<file path="src/rtl/core/ple_pkg.sv">
// Shared types, sizes and codes for the positional list engine.
`default_nettype none

package ple_pkg;

  // List size and the widths that follow from it.
  localparam int CAPACITY = 64;
  localparam int IDX_W    = $clog2(CAPACITY);
  localparam int CNT_W    = $clog2(CAPACITY + 1);

  // Fixed payload widths.
  localparam int POS_W    = 8;
  localparam int VAL_W    = 32;
  localparam int STATUS_W = 2;
  localparam int CMD_W    = 2;

  // Width for comparing a position against the count, with one spare bit
  // so that position plus one cannot wrap.
  localparam int CMP_W = ((CNT_W > POS_W - 1) ? CNT_W : POS_W - 1) + 1;

  typedef enum logic [CMD_W-1:0] {
    CMD_INSERT = 2'd0,
    CMD_DELETE = 2'd1,
    CMD_READ   = 2'd2
  } cmd_t;

  typedef enum logic [STATUS_W-1:0] {
    STATUS_DONE  = 2'd0,
    STATUS_RANGE = 2'd1,
    STATUS_FULL  = 2'd2
  } status_t;

  typedef enum logic [2:0] {
    S_IDLE,
    S_SHIFT_RD,
    S_SHIFT_WR,
    S_PUT,
    S_FETCH,
    S_REPLY
  } state_t;

endpackage

`default_nettype wire

</file>
<file path="src/rtl/core/ple_cmd_if.sv">
// Command channel: valid/ready handshake carrying one list operation.
`default_nettype none

interface ple_cmd_if;
  logic                               valid;
  logic                               ready;
  logic [ple_pkg::CMD_W-1:0]          cmd;
  logic signed [ple_pkg::POS_W-1:0]   position;
  logic signed [ple_pkg::VAL_W-1:0]   value;

  modport source (output valid, cmd, position, value, input ready);
  modport sink   (input valid, cmd, position, value, output ready);
endinterface

`default_nettype wire

</file>
<file path="src/rtl/core/ple_rsp_if.sv">
// Response channel: valid/ready handshake carrying one operation result.
`default_nettype none

interface ple_rsp_if;
  logic                               valid;
  logic                               ready;
  logic [ple_pkg::STATUS_W-1:0]       status;
  logic signed [ple_pkg::VAL_W-1:0]   read_value;
  logic [ple_pkg::CNT_W-1:0]          entry_count;

  modport source (output valid, status, read_value, entry_count, input ready);
  modport sink   (input valid, status, read_value, entry_count, output ready);
endinterface

`default_nettype wire

</file>
<file path="src/rtl/core/positional_list_engine.sv">
// Top level of the positional list engine: sequencer, count and result register.
//
//   channel  direction  handshake    payload
//   req      in         valid/ready  cmd, position, value
//   rsp      out        valid/ready  status, read_value, entry_count
//
// One beat on req is taken only while the sequencer is idle. Each entry move
// goes through the entry RAM as a read (S_SHIFT_RD) then a write (S_SHIFT_WR).
// An insert shifts, writes its value (S_PUT) and replies; a delete shifts and
// replies; a read fetches (S_FETCH) and replies; a rejected beat just replies.
// Reset (rst, synchronous) clears the count and the result valid; the entry
// RAM is not cleared. A stalled rsp holds the sequencer in its reply state.
`default_nettype none

module positional_list_engine (
  input  wire logic    clk,
  input  wire logic    rst,
  ple_cmd_if.sink      req,
  ple_rsp_if.source    rsp
);

  ple_pkg::state_t state, state_next;

  logic [ple_pkg::CNT_W-1:0]  count, count_next;
  logic                       rsp_valid;
  logic                       rsp_load;
  logic                       accept;

  // Latched command.
  ple_pkg::cmd_t              op_q;
  ple_pkg::status_t           status_q;
  logic [ple_pkg::IDX_W-1:0]  pos_q;
  logic [ple_pkg::VAL_W-1:0]  val_q;
  logic [ple_pkg::IDX_W-1:0]  idx, idx_step, idx_start;

  // Result register.
  logic [ple_pkg::STATUS_W-1:0] out_status;
  logic [ple_pkg::VAL_W-1:0]    out_value;
  logic [ple_pkg::CNT_W-1:0]    out_count;

  // RAM port controls.
  logic                       ram_we, ram_re;
  logic [ple_pkg::IDX_W-1:0]  ram_waddr, ram_raddr;
  logic [ple_pkg::VAL_W-1:0]  ram_wdata, ram_rdata;

  // Decode of the incoming beat.
  ple_pkg::cmd_t              cmd_in;
  ple_pkg::status_t           status_start;
  logic                       neg;
  logic                       full;
  logic [ple_pkg::CMP_W-1:0]  pos_ext, cnt_ext;

  ple_ram u_ram (
    .clk   (clk),
    .we    (ram_we),
    .waddr (ram_waddr),
    .wdata (ram_wdata),
    .re    (ram_re),
    .raddr (ram_raddr),
    .rdata (ram_rdata)
  );

  assign req.ready       = (state == ple_pkg::S_IDLE);
  assign accept          = req.valid && req.ready;
  assign rsp.valid       = rsp_valid;
  assign rsp.status      = out_status;
  assign rsp.read_value  = out_value;
  assign rsp.entry_count = out_count;

  // Range and capacity checks against the current count.
  assign cmd_in  = ple_pkg::cmd_t'(req.cmd);
  assign neg     = req.position[ple_pkg::POS_W-1];
  assign pos_ext = ple_pkg::CMP_W'(req.position[ple_pkg::POS_W-2:0]);
  assign cnt_ext = ple_pkg::CMP_W'(count);
  assign full    = (count == ple_pkg::CNT_W'(ple_pkg::CAPACITY));

  always_comb begin
    status_start = ple_pkg::STATUS_RANGE;
    case (cmd_in)
      ple_pkg::CMD_INSERT: begin
        if (!neg && pos_ext <= cnt_ext) begin
          status_start = full ? ple_pkg::STATUS_FULL : ple_pkg::STATUS_DONE;
        end
      end
      ple_pkg::CMD_DELETE, ple_pkg::CMD_READ: begin
        if (!neg && pos_ext < cnt_ext) begin
          status_start = ple_pkg::STATUS_DONE;
        end
      end
      default: status_start = ple_pkg::STATUS_RANGE;
    endcase
  end

  // Insert shifts from the tail downward; delete shifts from the hole upward.
  assign idx_start = (cmd_in == ple_pkg::CMD_INSERT) ? ple_pkg::IDX_W'(count)
                                                     : ple_pkg::IDX_W'(pos_ext);

  // Count after a successful insert or delete.
  always_comb begin
    count_next = count;
    if (status_q == ple_pkg::STATUS_DONE) begin
      if (op_q == ple_pkg::CMD_INSERT) begin
        count_next = count + ple_pkg::CNT_W'(1);
      end else if (op_q == ple_pkg::CMD_DELETE) begin
        count_next = count - ple_pkg::CNT_W'(1);
      end
    end
  end

  // Sequencer next state and RAM controls.
  always_comb begin
    state_next = state;
    ram_we     = 1'b0;
    ram_re     = 1'b0;
    ram_waddr  = idx;
    ram_raddr  = idx;
    ram_wdata  = val_q;
    idx_step   = idx;
    rsp_load   = 1'b0;
    case (state)
      ple_pkg::S_IDLE: begin
        if (accept) begin
          if (status_start != ple_pkg::STATUS_DONE) begin
            state_next = ple_pkg::S_REPLY;
          end else begin
            case (cmd_in)
              ple_pkg::CMD_INSERT: begin
                state_next = (cnt_ext > pos_ext) ? ple_pkg::S_SHIFT_RD : ple_pkg::S_PUT;
              end
              ple_pkg::CMD_DELETE: begin
                state_next = (cnt_ext > pos_ext + ple_pkg::CMP_W'(1)) ? ple_pkg::S_SHIFT_RD
                                                                      : ple_pkg::S_REPLY;
              end
              ple_pkg::CMD_READ: state_next = ple_pkg::S_FETCH;
              default:           state_next = ple_pkg::S_REPLY;
            endcase
          end
        end
      end
      ple_pkg::S_SHIFT_RD: begin
        ram_re     = 1'b1;
        ram_raddr  = (op_q == ple_pkg::CMD_INSERT) ? idx - ple_pkg::IDX_W'(1)
                                                   : idx + ple_pkg::IDX_W'(1);
        state_next = ple_pkg::S_SHIFT_WR;
      end
      ple_pkg::S_SHIFT_WR: begin
        ram_we    = 1'b1;
        ram_waddr = idx;
        ram_wdata = ram_rdata;
        if (op_q == ple_pkg::CMD_INSERT) begin
          idx_step   = idx - ple_pkg::IDX_W'(1);
          state_next = (idx_step == pos_q) ? ple_pkg::S_PUT : ple_pkg::S_SHIFT_RD;
        end else begin
          idx_step   = idx + ple_pkg::IDX_W'(1);
          state_next = (ple_pkg::CNT_W'(idx) + ple_pkg::CNT_W'(2) == count)
                       ? ple_pkg::S_REPLY : ple_pkg::S_SHIFT_RD;
        end
      end
      ple_pkg::S_PUT: begin
        ram_we     = 1'b1;
        ram_waddr  = pos_q;
        ram_wdata  = val_q;
        state_next = ple_pkg::S_REPLY;
      end
      ple_pkg::S_FETCH: begin
        ram_re     = 1'b1;
        ram_raddr  = pos_q;
        state_next = ple_pkg::S_REPLY;
      end
      ple_pkg::S_REPLY: begin
        if (!rsp_valid || rsp.ready) begin
          rsp_load   = 1'b1;
          state_next = ple_pkg::S_IDLE;
        end
      end
      default: state_next = ple_pkg::S_IDLE;
    endcase
  end

  // Control state.
  always_ff @(posedge clk) begin
    if (rst) begin
      state     <= ple_pkg::S_IDLE;
      count     <= '0;
      rsp_valid <= 1'b0;
    end else begin
      state <= state_next;
      if (rsp_load) begin
        count     <= count_next;
        rsp_valid <= 1'b1;
      end else if (rsp.ready) begin
        rsp_valid <= 1'b0;
      end
    end
  end

  // Command latch, shift index and result payload.
  always_ff @(posedge clk) begin
    if (accept) begin
      op_q     <= cmd_in;
      status_q <= status_start;
      pos_q    <= ple_pkg::IDX_W'(pos_ext);
      val_q    <= req.value;
      idx      <= idx_start;
    end else if (state == ple_pkg::S_SHIFT_WR) begin
      idx <= idx_step;
    end
    if (rsp_load) begin
      out_status <= status_q;
      out_value  <= (op_q == ple_pkg::CMD_READ && status_q == ple_pkg::STATUS_DONE)
                    ? ram_rdata : '0;
      out_count  <= count_next;
    end
  end

  // The count never exceeds the list capacity.
  assert property (@(posedge clk) disable iff (rst)
    count <= ple_pkg::CNT_W'(ple_pkg::CAPACITY))
    else $error("entry count above capacity");

  // An accepted beat always leaves the sequencer busy for the next cycle.
  assert property (@(posedge clk) disable iff (rst)
    accept |=> !req.ready)
    else $error("sequencer ready right after accepting a beat");

  // A successful insert raises the count by exactly one.
  assert property (@(posedge clk) disable iff (rst)
    rsp_load && op_q == ple_pkg::CMD_INSERT && status_q == ple_pkg::STATUS_DONE
    |=> count == $past(count) + ple_pkg::CNT_W'(1))
    else $error("insert did not advance the count");

  // A rejected beat never writes the entry RAM.
  assert property (@(posedge clk) disable iff (rst)
    ram_we && state != ple_pkg::S_IDLE |-> status_q == ple_pkg::STATUS_DONE)
    else $error("RAM written for a rejected command");

  // Loading a result always returns the sequencer to idle.
  assert property (@(posedge clk) disable iff (rst)
    rsp_load |=> state == ple_pkg::S_IDLE)
    else $error("sequencer not idle after loading a result");

endmodule

`default_nettype wire

</file>
<file path="src/rtl/core/ple_ram.sv">
// Entry storage: one write port and one read port with registered read data.
`default_nettype none

module ple_ram (
  input  wire logic                        clk,
  input  wire logic                        we,
  input  wire logic [ple_pkg::IDX_W-1:0]   waddr,
  input  wire logic [ple_pkg::VAL_W-1:0]   wdata,
  input  wire logic                        re,
  input  wire logic [ple_pkg::IDX_W-1:0]   raddr,
  output logic      [ple_pkg::VAL_W-1:0]   rdata
);

  logic [ple_pkg::VAL_W-1:0] mem [ple_pkg::CAPACITY];

  // Write port.
  always_ff @(posedge clk) begin
    if (we) begin
      mem[waddr] <= wdata;
    end
  end

  // Read port; the data holds until the next read.
  always_ff @(posedge clk) begin
    if (re) begin
      rdata <= mem[raddr];
    end
  end

endmodule

`default_nettype wire

</file>
<file path="src/flat_wrapper.sv">
// flat-port wrapper written by rule: the top's interface ports become plain ports
module positional_list_engine_flat 
  (clk, rst, req_valid, req_cmd, req_position, req_value, req_ready, rsp_valid, rsp_status, rsp_read_value, rsp_entry_count, rsp_ready);
  ple_cmd_if req_i ();
  ple_rsp_if rsp_i ();
  input  wire logic clk;
  input  wire logic rst;
  input wire logic [$bits(req_i.valid)-1:0] req_valid;
  input wire logic [$bits(req_i.cmd)-1:0] req_cmd;
  input wire logic [$bits(req_i.position)-1:0] req_position;
  input wire logic [$bits(req_i.value)-1:0] req_value;
  output wire logic [$bits(req_i.ready)-1:0] req_ready;
  output wire logic [$bits(rsp_i.valid)-1:0] rsp_valid;
  output wire logic [$bits(rsp_i.status)-1:0] rsp_status;
  output wire logic [$bits(rsp_i.read_value)-1:0] rsp_read_value;
  output wire logic [$bits(rsp_i.entry_count)-1:0] rsp_entry_count;
  input wire logic [$bits(rsp_i.ready)-1:0] rsp_ready;
  assign req_i.valid = req_valid;
  assign req_i.cmd = req_cmd;
  assign req_i.position = req_position;
  assign req_i.value = req_value;
  assign req_ready = req_i.ready;
  assign rsp_valid = rsp_i.valid;
  assign rsp_status = rsp_i.status;
  assign rsp_read_value = rsp_i.read_value;
  assign rsp_entry_count = rsp_i.entry_count;
  assign rsp_i.ready = rsp_ready;
  positional_list_engine u_core (.clk(clk), .rst(rst), .req(req_i), .rsp(rsp_i));
endmodule
</file>
<file path="config.mk">
export PLATFORM = sky130hd
export DESIGN_NAME = positional_list_engine_flat
export DESIGN_NICKNAME = d
export VERILOG_FILES = /design/src/rtl/core/ple_pkg.sv /design/src/rtl/core/ple_cmd_if.sv /design/src/rtl/core/ple_rsp_if.sv /design/src/rtl/core/positional_list_engine.sv /design/src/rtl/core/ple_ram.sv /design/src/flat_wrapper.sv
export SDC_FILE = /design/constraint.sdc
export NUM_CORES = 2
export LEC_CHECK = 0
export ABC_AREA = 1
export BUFFER_PORTS_ARGS = -buffer_cell sky130_fd_sc_hd__buf_2
export CAP_MARGIN = 20
export CORE_MARGIN = 3
export CORE_UTILIZATION = 57
export CTS_CLUSTER_DIAMETER = 80
export DETAILED_ROUTE_END_ITERATION = 10
export GPL_TIMING_DRIVEN = 0
export HOLD_SLACK_MARGIN = 0.03
export PLACE_DENSITY = 0.78
export SYNTH_ARGS = -nofsm -noshare
export SYNTH_HDL_FRONTEND = slang
export SYNTH_SLANG_ARGS = --single-unit
</file>
<file path="constraint.sdc">
create_clock -name clk -period 5.3 [get_ports clk]
set_input_delay 1.325 -clock clk [delete_from_list [all_inputs] [get_ports clk]]
set_output_delay 1.325 -clock clk [all_outputs]
set_load 0.02 [all_outputs]
</file>
==> run summary <==
Outcome: finished clean
Required time worst endpoint: 5.84 ns
Critical-path cell list: clkbuf_2 > inv_1 > ha_1 > xor2_1 > o21ai_0 > nor2_1 > nor2_2 > buf_4 > clkbuf_1 > nand3_1 > nand3_1 > nand3_1 > nand3_1 > nand2_1
Vias in the first global route: 67240
Routed wire length on met2: 137200 um
Max Used Layer: met5
Net total in the final layout: 9401
Cells after synthesis: 8913
#FFs+latches synth: 2180
Grt total ovfl: 0
Maximum fanout along the worst path: 10
Syn nets: 8985
CTS tree: built
Clock slew at reported path FFs: 0.06 ns
Die Footprint: 172600 sq um
Share of cells above drive strength 1: 0.09655
Mapped Avg Cell Area: 10.72 sq um
Fin crit period: 4.966 ns
Residual DRC: 0
Fmax: 0.2014 GHz
Critical path endpoint category: register
Worst stage delay on the critical path: 0.72 ns
Crit path max-delay family: simple AND/OR/NAND/NOR gates
Worst-Skew Late Latency: 0.90 ns
First-pass GRT wire length: 446100 um
Worst-margin pin slew: 1.162 ns
Yosys Warn Count: 0
RSZ-0062 raised after global routing: false
Port Buffer Count: 88
CP Class: reg2reg
M1 WL: 107100 um
Worst Hold Class: reg2reg
Slowest CP cell: nor2_2
CP arrival: 5.51 ns
Average wire per standard cell: 26.71 um
Buf+Inv Stages, Crit Path: 4
HPWL after DPL: 222200 um
Vias: 71770
Post-CTS setup buffers: 0
Pre-Repair DR Iteration Count: 9
Period Utilization, post-route: 0.9369
CTS Buffer Depth: 3
Cell at the root of the clock tree: clkbuf_16
Metal3 WL: 42240 um
Num ports: 89
Rel. slew slack: 0.2256
Maxcap violations: 0
Final setup fails: 0
Routed Antenna Nets: 0
Distinct cells, synth: 36
Syn-to-layout area delta: 13.87%
Syn Std Cell Area: 95580 sq um
Post-CTS Hold Fix Bufs: 0
Final Hold Viols: 0
Critical Path Start Type: register
Initial antenna violation count: 29
Fill cells: 11690
DIE HEIGHT: 415.5 um
GRT Total Usage: 0.3570
Row cnt: 149
Vias per inst: 6.135
Global placer's final weighted congestion: 1.044
CTS Buf Count: 212
Setup TNS: 0 ns
Die Wd: 415.5 um
Final setup skew: 0.06542 ns
WL final: 312400 um
Pins Over Slew Limit: 0
Initial core utilization: 0.5767
Area of the multi-input gates: 23360 sq um
Pin count of the biggest net entering global routing: 38
Iteration-0 DRC Markers: 12310
Post-CTS Resized: 0
Post-synthesis sequential area ratio: 0.6837
Storage cell area: 65350 sq um
Clock Sink Count: 2180
H-tree Lvls: 4
CORE AREA: 165700 sq um
CP dominant cell by count: nand3_1
-- Yosys cell counts --
master     count  area, sq um
nor4_1         1        6.260
xor2_1        23        201.4
clkbuf_1     255        957.2
clkinv_1       1        3.750
ha_1          26        325.3
o21bai_1       1        7.510
buf_2        269         1346
nand2_2        3        18.77
buf_4         13        97.59
inv_2          6        22.52
nand3_1     1437         7192
nand2_1     2015         7564
inv_1       1323         4966
a31oi_1        2        12.51
buf_6          1        11.26
xnor2_1        4        35.03
or2_2          1        6.260
o31ai_1        1        7.510
nor2_1       138        518.0
a211oi_1       3        22.52
nand3b_1       1        7.510
buf_1         67        251.5
nor3_1         9        45.04
o2111ai_1      2        17.52
a21oi_1       17        85.08
nand3_2        3        30.03
o211ai_1       2        15.01
nand4_1      714         4467
o21ai_1      155        775.7
clkbuf_2      12        60.06
o21ai_0      221         1106
o22ai_1        4        25.02
dfxtp_1       11        220.2
nor2_2         2        12.51
edfxtp_1    2169        65130
o221ai_1       1        8.760
-- kinds of logic (layout without fill, tap and decap cells) --
logic type	count (synthesis)	count (layout)	share of synthesized area
AO/OA/AOI/OAI	409	409	0.02180
XOR/XNOR	27	27	0.002474
adder cells (fa/ha/maj)	26	26	0.003404
buffers and inverters	1947	2532	0.08073
flip-flops	2180	2180	0.6837
other	0	11	0
AND/OR/NAND/NOR	4324	4324	0.2079
-- worst paths after layout --
path	slack [ns]	end	startpoint	depth (start not counted)
setup reg to reg	0.33	u_core.u_ram.rdata[11]	u_core.idx[0]	14
hold reg to reg	0.46	u_core.rsp.status[0]	u_core.status_q[0]	0
hold / removal	0.46	u_core.rsp.status[0]	u_core.status_q[0]	0
setup / recovery	0.33	u_core.u_ram.rdata[11]	u_core.idx[0]	14
-- cells in the final DEF (no fill, tap or decap), types with 3 or more instances in the layout --
master and count:
inv_2 6, clkbuf_16 212, o22ai_1 4, nor2_4 65, buf_2 357, clkinv_1 44, o21ai_4 32, nand3_2 3
nand4_1 714, nor3_1 9, xnor2_1 4, xor2_1 23, inv_1 1323, clkinv_16 9, o21ai_1 155, clkbuf_2 15
buf_8 8, ha_1 26, nand3_1 1437, diode_2 11, buf_1 67, bufinv_16 19, clkbuf_1 287, clkinv_2 47
edfxtp_1 2169, inv_6 3, nand2_2 3, dfxtp_1 11, nand2_1 2015, buf_16 20, clkinvlp_4 6, nor2_1 73
clkinv_8 4, o21ai_0 189, buf_12 79, a21oi_1 17, buf_4 18, a211oi_1 3
-- sequential cells by signal (all words and copies together) (netlist names) --
signal                  cells
u_core.u_ram.mem         2048
u_core.rsp.read_value      32
u_core.u_ram.rdata         32
u_core.val_q               32
u_core.count                7
u_core.rsp.entry_count      7
u_core.idx                  6
u_core.pos_q                6
u_core.state                3
u_core.op_q                 2
u_core.rsp.status           2
u_core.status_q             2
u_core.rsp.valid            1
-- metrics by stage --
stage | hold slack, ns | cell area [sq um] | utilization | setup WS (ns) | instances
floorplan | 0.4272 | 95580 | - | 0.9691 | 8913
global placement | 0.4534 | 98760 | 0.5959 | -7.428 | 11190
detailed placement | 0.4446 | 101800 | 0.6144 | 0.2469 | 11300
CTS | 0.4628 | 108700 | 0.6559 | 0.2034 | 11680
global route | 0.4829 | 108800 | 0.6565 | 0.2029 | 11690
finish | 0.4575 | 108800 | 0.6567 | 0.3344 | 11700
-- metal layers --
metal,track usage,vias to the layer above
li1,-,31510
met1,0.4499,33810
met2,0.5390,5274
met3,0.1005,1168
met4,0.2440,14
met5,0,-
-- worst register-to-register path, cell delays in order (launching register included) --
cell and delay (ns):
edfxtp_1 0.36, clkbuf_2 0.27, inv_1 0.18, ha_1 0.26, xor2_1 0.18, o21ai_0 0.28, nor2_1 0.09, nor2_2 0.72
buf_4 0.49, clkbuf_1 0.51, nand3_1 0.17, nand3_1 0.37, nand3_1 0.15, nand3_1 0.41, nand2_1 0.22
-- layout make-up --
class                      count  area share
sequential                  2180      0.6005
multi-input combinational   4786      0.2146
clock buffer                 248     0.05008
inverter                    1330     0.04588
timing repair buffer         202     0.02531
tap                         2189     0.02516
buffer                       617     0.02506
clock inverter               135     0.01316
antenna                       11   0.0002529
Power is left out: the tool's default activity adds up to more than one toggle a clock period on the data nets, which glitch-free logic cannot reach.
